$ cat config.mk
export PLATFORM = sky130hd
export DESIGN_NAME = fixed_partition_fit_allocator_core
export DESIGN_NICKNAME = d
export VERILOG_FILES = /design/src/hdl/fpfa_pkg.sv /design/src/hdl/fpfa_ctrl.sv /design/src/hdl/fpfa_datapath.sv /design/src/hdl/fixed_partition_fit_allocator_core.sv
export SDC_FILE = /design/constraint.sdc
export NUM_CORES = 1
export LEC_CHECK = 0
export BUFFER_PORTS_ARGS = -buffer_cell sky130_fd_sc_hd__buf_2
export CORE_MARGIN = 1.5
export CORE_UTILIZATION = 50
export DETAILED_ROUTE_END_ITERATION = 8
export PLACE_DENSITY = 0.69
export SLEW_MARGIN = 15
export SYNTH_ARGS = -nofsm -noshare
export SYNTH_HDL_FRONTEND = slang
export SYNTH_SLANG_ARGS = --single-unit
$ cat constraint.sdc
create_clock -name clk -period 4.6 [get_ports clk]
set_input_delay 0 -clock clk [delete_from_list [all_inputs] [get_ports clk]]
set_output_delay 0 -clock clk [all_outputs]
set_load 0.02 [all_outputs]
$ cat src/hdl/fpfa_pkg.sv
// Package: shared types, codes and defaults for the fixed partition fit allocator.
`timescale 1ns / 1ps
package fpfa_pkg;

  localparam int NUM_SLOTS_DEF   = 16;
  localparam int OWNER_LIMIT_DEF = 255;

  localparam int CMD_W    = 2;
  localparam int SLOT_W   = 4;
  localparam int SIZE_W   = 16;
  localparam int OWNER_W  = 8;
  localparam int MODE_W   = 2;
  localparam int ACTIVE_W = 5;
  localparam int CFG_IDX_W  = 1;
  localparam int CFG_DATA_W = 5;
  localparam int LIMIT_W  = 16;

  localparam logic [ACTIVE_W-1:0] ACTIVE_RESET = 5'd16;

  typedef enum logic [CMD_W-1:0] {
    CMD_LOAD  = 2'd0,
    CMD_ALLOC = 2'd1,
    CMD_QUERY = 2'd2
  } cmd_t;

  typedef enum logic [MODE_W-1:0] {
    FIT_FIRST = 2'd0,
    FIT_BEST  = 2'd1,
    FIT_WORST = 2'd2
  } fit_t;

  typedef enum logic [CFG_IDX_W-1:0] {
    REG_FIT_MODE = 1'd0,
    REG_ACTIVE   = 1'd1
  } cfg_reg_t;

  typedef enum logic [1:0] {
    ST_IDLE   = 2'd0,
    ST_SETUP  = 2'd1,
    ST_SCAN   = 2'd2,
    ST_COMMIT = 2'd3
  } state_t;

  // controller -> datapath
  typedef struct packed {
    logic latch;
    logic scan_step;
    logic commit;
  } ctl_t;

  // datapath -> controller
  typedef struct packed {
    logic cmd_alloc;
    logic alloc_go;
    logic scan_last;
  } stat_t;

endpackage

$ cat src/hdl/fpfa_ctrl.sv
// Controller: sequences setup, the slot scan of an allocate, and commit for each command beat.
`timescale 1ns / 1ps
module fpfa_ctrl
  import fpfa_pkg::*;
(
  input  logic  clk,
  input  logic  rst_n,
  input  logic  start,
  input  stat_t stat,
  output ctl_t  ctl,
  output logic  busy
);

  state_t state_r, state_nxt;

  always_ff @(posedge clk) begin
    if (!rst_n) begin
      state_r <= ST_IDLE;
    end else begin
      state_r <= state_nxt;
    end
  end

  always_comb begin
    state_nxt = state_r;
    ctl       = '0;
    busy      = 1'b1;
    case (state_r)
      ST_IDLE: begin
        busy = 1'b0;
        if (start) begin
          ctl.latch = 1'b1;
          state_nxt = ST_SETUP;
        end
      end
      ST_SETUP: begin
        if (stat.cmd_alloc && stat.alloc_go) begin
          state_nxt = ST_SCAN;
        end else begin
          state_nxt = ST_COMMIT;
        end
      end
      ST_SCAN: begin
        ctl.scan_step = 1'b1;
        if (stat.scan_last) begin
          state_nxt = ST_COMMIT;
        end
      end
      ST_COMMIT: begin
        ctl.commit = 1'b1;
        state_nxt  = ST_IDLE;
      end
      default: begin
        state_nxt = ST_IDLE;
      end
    endcase
  end

endmodule

$ cat src/hdl/fpfa_datapath.sv
// Datapath: partition table, config registers, fit comparator and result registers.
`timescale 1ns / 1ps
module fpfa_datapath
  import fpfa_pkg::*;
#(
  parameter int NUM_SLOTS   = NUM_SLOTS_DEF,
  parameter int OWNER_LIMIT = OWNER_LIMIT_DEF
) (
  input  logic                  clk,
  input  logic                  rst_n,
  input  logic                  cfg_we,
  input  logic [CFG_IDX_W-1:0]  cfg_index,
  input  logic [CFG_DATA_W-1:0] cfg_wdata,
  input  logic [CMD_W-1:0]      in_cmd,
  input  logic [SLOT_W-1:0]     in_slot,
  input  logic [SIZE_W-1:0]     in_req_size,
  input  logic [OWNER_W-1:0]    in_owner_id,
  input  ctl_t                  ctl,
  output stat_t                 stat,
  output logic                  out_strobe,
  output logic                  out_ok,
  output logic [SLOT_W-1:0]     out_slot,
  output logic [SIZE_W-1:0]     out_size,
  output logic                  out_busy,
  output logic [OWNER_W-1:0]    out_owner
);

  localparam int IDX_W = (NUM_SLOTS > 1) ? $clog2(NUM_SLOTS) : 1;
  localparam int CNT_W = $clog2(NUM_SLOTS + 1);
  localparam int N_W   = (CNT_W > ACTIVE_W) ? CNT_W : ACTIVE_W;
  localparam logic [LIMIT_W-1:0] LIMIT = LIMIT_W'(OWNER_LIMIT);
  localparam logic [N_W-1:0]     NSLOT = N_W'(NUM_SLOTS);

  logic [MODE_W-1:0]   fit_mode_r;
  logic [ACTIVE_W-1:0] active_r;

  logic [SIZE_W-1:0]  size_r  [NUM_SLOTS];
  logic               sbusy_r [NUM_SLOTS];
  logic [OWNER_W-1:0] owner_r [NUM_SLOTS];

  logic [CMD_W-1:0]   cmd_r;
  logic [SLOT_W-1:0]  slot_r;
  logic [SIZE_W-1:0]  req_r;
  logic [OWNER_W-1:0] own_r;

  logic [IDX_W-1:0]   idx_r;
  logic [IDX_W-1:0]   pick_r;
  logic [SIZE_W-1:0]  pick_size_r;
  logic               found_r;

  logic               strobe_r;
  logic               ok_r;
  logic [SLOT_W-1:0]  oslot_r;
  logic [SIZE_W-1:0]  osize_r;
  logic               obusy_r;
  logic [OWNER_W-1:0] oowner_r;

  logic [N_W-1:0]     active_ext;
  logic [N_W-1:0]     n_use;
  logic               in_range;
  logic [IDX_W-1:0]   sel_idx;
  logic [IDX_W-1:0]   rd_idx;
  logic [SIZE_W-1:0]  rd_size;
  logic               rd_busy;
  logic [OWNER_W-1:0] rd_owner;
  logic               fits;
  logic               take;
  logic               alloc_hit;
  logic               lq_hit;

  always_comb begin
    active_ext = N_W'(active_r);
    n_use      = (active_ext > NSLOT) ? NSLOT : active_ext;
    in_range   = N_W'(slot_r) < n_use;
    sel_idx    = IDX_W'(slot_r);
    rd_idx     = ctl.scan_step ? idx_r : sel_idx;
    rd_size    = size_r[rd_idx];
    rd_busy    = sbusy_r[rd_idx];
    rd_owner   = owner_r[rd_idx];
    fits       = !rd_busy && (rd_size >= req_r);
    case (fit_mode_r)
      FIT_BEST:  take = fits && (!found_r || (rd_size < pick_size_r));
      FIT_WORST: take = fits && (!found_r || (rd_size > pick_size_r));
      default:   take = fits && !found_r;
    endcase
    alloc_hit = (cmd_r == CMD_ALLOC) && found_r;
    lq_hit    = ((cmd_r == CMD_LOAD) || (cmd_r == CMD_QUERY)) && in_range;

    stat.cmd_alloc = (cmd_r == CMD_ALLOC);
    stat.alloc_go  = ({{(LIMIT_W-OWNER_W){1'b0}}, own_r} <= LIMIT) && (n_use != '0);
    stat.scan_last = (N_W'(idx_r) + N_W'(1)) == n_use;
  end

  always_ff @(posedge clk) begin
    if (!rst_n) begin
      fit_mode_r <= FIT_FIRST;
      active_r   <= ACTIVE_RESET;
    end else if (cfg_we) begin
      case (cfg_index)
        REG_FIT_MODE: fit_mode_r <= cfg_wdata[MODE_W-1:0];
        REG_ACTIVE:   active_r   <= cfg_wdata[ACTIVE_W-1:0];
        default: ;
      endcase
    end
  end

  // command latch and scan registers
  always_ff @(posedge clk) begin
    if (ctl.latch) begin
      cmd_r  <= in_cmd;
      slot_r <= in_slot;
      req_r  <= in_req_size;
      own_r  <= in_owner_id;
      idx_r  <= '0;
    end else if (ctl.scan_step) begin
      idx_r <= idx_r + IDX_W'(1);
      if (take) begin
        pick_r      <= idx_r;
        pick_size_r <= rd_size;
      end
    end
  end

  always_ff @(posedge clk) begin
    if (!rst_n) begin
      found_r <= 1'b0;
    end else if (ctl.latch) begin
      found_r <= 1'b0;
    end else if (ctl.scan_step && take) begin
      found_r <= 1'b1;
    end
  end

  // partition table
  always_ff @(posedge clk) begin
    if (!rst_n) begin
      for (int i = 0; i < NUM_SLOTS; i++) begin
        size_r[i]  <= '0;
        sbusy_r[i] <= 1'b0;
      end
    end else if (ctl.commit) begin
      if (alloc_hit) begin
        sbusy_r[pick_r] <= 1'b1;
        owner_r[pick_r] <= own_r;
      end else if (lq_hit && (cmd_r == CMD_LOAD)) begin
        size_r[sel_idx]  <= req_r;
        sbusy_r[sel_idx] <= 1'b0;
      end
    end
  end

  always_ff @(posedge clk) begin
    if (!rst_n) begin
      strobe_r <= 1'b0;
    end else begin
      strobe_r <= ctl.commit;
    end
  end

  always_ff @(posedge clk) begin
    if (ctl.commit) begin
      if (alloc_hit) begin
        ok_r     <= 1'b1;
        oslot_r  <= SLOT_W'(pick_r);
        osize_r  <= pick_size_r;
        obusy_r  <= 1'b1;
        oowner_r <= own_r;
      end else if (lq_hit) begin
        ok_r    <= 1'b1;
        oslot_r <= slot_r;
        if (cmd_r == CMD_LOAD) begin
          osize_r  <= req_r;
          obusy_r  <= 1'b0;
          oowner_r <= '0;
        end else begin
          osize_r  <= rd_size;
          obusy_r  <= rd_busy;
          oowner_r <= rd_busy ? rd_owner : '0;
        end
      end else if ((cmd_r == CMD_LOAD) || (cmd_r == CMD_QUERY)) begin
        ok_r     <= 1'b0;
        oslot_r  <= slot_r;
        osize_r  <= '0;
        obusy_r  <= 1'b0;
        oowner_r <= '0;
      end else begin
        ok_r     <= 1'b0;
        oslot_r  <= '0;
        osize_r  <= '0;
        obusy_r  <= 1'b0;
        oowner_r <= '0;
      end
    end
  end

  assign out_strobe = strobe_r;
  assign out_ok     = ok_r;
  assign out_slot   = oslot_r;
  assign out_size   = osize_r;
  assign out_busy   = obusy_r;
  assign out_owner  = oowner_r;

endmodule

$ cat src/hdl/fixed_partition_fit_allocator_core.sv
// Top level: fixed partition allocator with first, best and worst fit placement.
// Load and query: the start beat is latched, setup and commit follow, then the strobe is
// registered; a new start is taken when busy is low. Allocate: a scan state between setup
// and commit covers n = min(active_slots, NUM_SLOTS) slots with one size comparator, one
// slot per cycle; it is skipped when the owner is over the limit or n = 0. Results are
// strobed for one cycle; the receiver cannot stall.
// Synchronous reset: all slots size 0 and free, first fit, 16 active slots.
`timescale 1ns / 1ps
module fixed_partition_fit_allocator_core
  import fpfa_pkg::*;
#(
  parameter int NUM_SLOTS   = NUM_SLOTS_DEF,
  parameter int OWNER_LIMIT = OWNER_LIMIT_DEF
) (
  input  logic                  clk,
  input  logic                  rst_n,
  input  logic                  cfg_we,
  input  logic [CFG_IDX_W-1:0]  cfg_index,
  input  logic [CFG_DATA_W-1:0] cfg_wdata,
  input  logic                  start,
  output logic                  busy,
  input  logic [CMD_W-1:0]      in_cmd,
  input  logic [SLOT_W-1:0]     in_slot,
  input  logic [SIZE_W-1:0]     in_req_size,
  input  logic [OWNER_W-1:0]    in_owner_id,
  output logic                  out_strobe,
  output logic                  out_ok,
  output logic [SLOT_W-1:0]     out_slot,
  output logic [SIZE_W-1:0]     out_size,
  output logic                  out_busy,
  output logic [OWNER_W-1:0]    out_owner
);

  ctl_t  ctl;
  stat_t stat;

  fpfa_ctrl u_ctrl (
    .clk   (clk),
    .rst_n (rst_n),
    .start (start),
    .stat  (stat),
    .ctl   (ctl),
    .busy  (busy)
  );

  fpfa_datapath #(
    .NUM_SLOTS   (NUM_SLOTS),
    .OWNER_LIMIT (OWNER_LIMIT)
  ) u_datapath (
    .clk         (clk),
    .rst_n       (rst_n),
    .cfg_we      (cfg_we),
    .cfg_index   (cfg_index),
    .cfg_wdata   (cfg_wdata),
    .in_cmd      (in_cmd),
    .in_slot     (in_slot),
    .in_req_size (in_req_size),
    .in_owner_id (in_owner_id),
    .ctl         (ctl),
    .stat        (stat),
    .out_strobe  (out_strobe),
    .out_ok      (out_ok),
    .out_slot    (out_slot),
    .out_size    (out_size),
    .out_busy    (out_busy),
    .out_owner   (out_owner)
  );

endmodule

==> run metrics <==
outcome finished clean; mean post-synth cell area 13.0 um^2; maxcap violations 0; Clock transition at path regs 60 ps; setup TNS 0 ps; Vert. Die Dim 217 um; CTS root buf clkbuf_16; worst setup path class flip-flop to flip-flop; RSZ-0062 raised after global routing false; DIE AREA 47,300 um^2; htree depth 2; Row Count 78; wire per inst 25.4 um; R2R depth 16; initial core utilization 0.507; dpl hpwl 38.8 mm; Residual DRC 0; Slew headroom 0.253; final setup fails 0; initial antenna violation count 1; Top FF cell, synth edfxtp_1; Post-synth EDFFs 464; drt total wl 63.2 mm; final hold vios 0; peak supply drop 0.000364 V; first-pass detailed-route iteration total 5; Worst-Margin Slew 1120 ps; FFs w/ async S/R, synth 0; Tmin final 4380 ps; Yosys warning total 0; share of cells above drive strength 1 0.150; vias 15,759; vias in the first global route 15,474; CORE AREA 45,400 um^2; Clock Path Buffers 3; synth top area cells edfxtp_1, mux2i_1, nor4_1; post-synthesis cell area 23,000 um^2; hold path depth 2; clk_skew 12.4 ps; Post-Synthesis Cells 1,771; post-route clock period utilization 0.952; first-pass GRT wire length 94.2 mm; Sink Count 495; most common cell in the synthesized netlist edfxtp_1; Syn Nets 1,853; worst skew pair latency 590 ps; Setup crit start kind flip-flop; GPL Wtd Cong 0.911; grt ovf 0; hold wc startpoint in_owner_id[3]; cell area power density 532 nW/um^2; Num CTS Buffers 51; Yosys top cell area share 0.606; Overall Global Routing Usage 0.265; top post-synthesis cells by count edfxtp_1, mux2i_1, nor3_1; flop-to-flop setup slack 220 ps; Pleak 9.21 nW; sequential area share after synthesis 0.633; I/O pin count 72; largest net degree at the start of global routing 86; Vias per Instance 6.33; antenna viol nets, final 0; n_diodes 0; FF-to-FF End u_datapath.pick_size_r[12]; input/output buffers 71; Max Fclk 228 MHz; CTS tree done; First DRT Iteration DRCs 1,737; worst path arrival time 4670 ps; Hold/Removal Path Class primary input to flip-flop; Fin Hold WS 114 ps; Die X 217 um; Yosys cell types 62; WP data required 4890 ps; Final Slew Violations 0; Synth Register Bits 495; CP Max Fanout 44; nets@finish 1,931; Worst Hold Path EP u_datapath.own_r[3]; Worst Setup End Kind flip-flop; Crit Reg-Reg Startpoint u_ctrl.state_r[0]; area leader, netlist edfxtp_1; Area Growth Syn to Fin 14.2%
## sequential cells by signal (all words and copies together), names as in the netlist, 5 cells and up
register / count
u_datapath.active_ext: 5
u_datapath.sbusy_r: 16
u_datapath.pick_size_r: 16
u_datapath.out_owner: 8
u_datapath.req_r: 16
u_datapath.size_r: 256
u_datapath.owner_r: 128
u_datapath.own_r: 8
u_datapath.out_size: 16
## layer usage
layer | GRT usage | share of wire | vias up
li1 | - | - | 7044
met1 | 0.361 | 0.41 | 7845
met2 | 0.426 | 0.48 | 743
met3 | 0.0448 | 0.082 | 127
met4 | 0.0988 | 0.033 | 0
met5 | 0 | 0 | -
## logic make-up (layout without fill, tap and decap cells)
kind of cell,count (synthesis),count (layout),synth area share
flip-flops,495,495,0.633
XOR/XNOR,6,6,0.00294
AND/OR/NAND/NOR,494,494,0.117
AO/OA/AOI/OAI,344,344,0.101
adder cells (fa/ha/maj),42,42,0.0229
multiplexers,184,184,0.0823
buffers and inverters,206,324,0.0409
## how the worst max path moves through the flow
stage | from | endpoint | slack, ps | depth (start not counted)
2_1_floorplan | u_ctrl.state_r[0] | u_datapath.pick_r[0] | 30 | 17
3_3_place_gp | u_ctrl.state_r[0] | u_datapath.pick_r[3] | 370 | 18
3_5_place_dp | u_ctrl.state_r[0] | u_datapath.pick_r[1] | 250 | 17
4_1_cts | u_ctrl.state_r[0] | u_datapath.pick_size_r[12] | 230 | 17
5_1_grt | u_ctrl.state_r[0] | u_datapath.pick_size_r[2] | 20 | 18
6_report | u_ctrl.state_r[0] | u_datapath.pick_size_r[12] | 220 | 16
## final cells by class
class,count,area (um^2)
Fill cell,3630,19100
Sequential cell,495,14600
Multi-Input combinational cell,1070,7670
Timing Repair Buffer,188,1520
Clock buffer,64,1380
Tap cell,600,751
Clock inverter,29,228
Inverter,43,161
## cells in the final DEF, fill, tap and decap left out, types with 9 or more instances in the layout
master         synthesis  routed
nand2b_1              14      14
a211oi_1              85      85
dlygate4sd3_1          0      49
nand3_1               11      10
clkinv_2               0      11
mux2i_1              147     146
mux2_2                35      35
clkinv_1               0      11
buf_2                 40      71
clkbuf_1              91       9
nor4_1               114     114
clkbuf_16              0      54
o21ai_0               42      35
nand2_1               76      72
nor3_1               117     117
and2_1                35      34
inv_1                 41      41
nor2_1                39      39
a21oi_1               81      78
o211ai_1              48      48
a22oi_1               20      20
dfxtp_1               31      31
nor2b_1               64      64
buf_4                 13      55
edfxtp_1             464     464
ha_1                  42      41
o221ai_1              12      12
## through the flow
stage	total power (W)	instance area, um^2	setup WS, ps	utilization	instances
2_1_floorplan	0.00849	23000	29.0	-	1771
3_3_place_gp	0.00976	24100	371	0.530	2342
3_5_place_dp	0.00983	24100	248	0.530	2342
4_1_cts	0.0138	26200	226	0.576	2484
5_1_grt	0.0145	26300	23.8	0.579	2489
6_report	0.0140	26300	221	0.579	2489
## critical path, stage by stage, from the launching register on
cell and delay (ps):
dfxtp_1 380, inv_1 100, ha_1 270, buf_4 240, mux2i_4 240, buf_12 220
a211oi_1 320, a21oi_1 100, a21oi_1 370, mux2i_1 210, ha_1 360, nand4_1 150
a2111o_1 410, o211ai_1 120, mux2i_1 140, a21oi_2 210, buf_12 200
## report_power, final
part	total (W)	internal, W	switching [W]
Combinational	0.00440	0.00149	0.00291
Sequential	0.00554	0.00530	0.000244
Clock	0.00402	0.00228	0.00174
## timing repair
action,in CTS,in global routing
buffers inserted,0,2
hold endpoints to repair,39,0
hold buffers,49,0
endpoints found under the setup margin,0,20
gates resized for setup,0,4
Note: power is estimated with default switching activity, not from simulation.
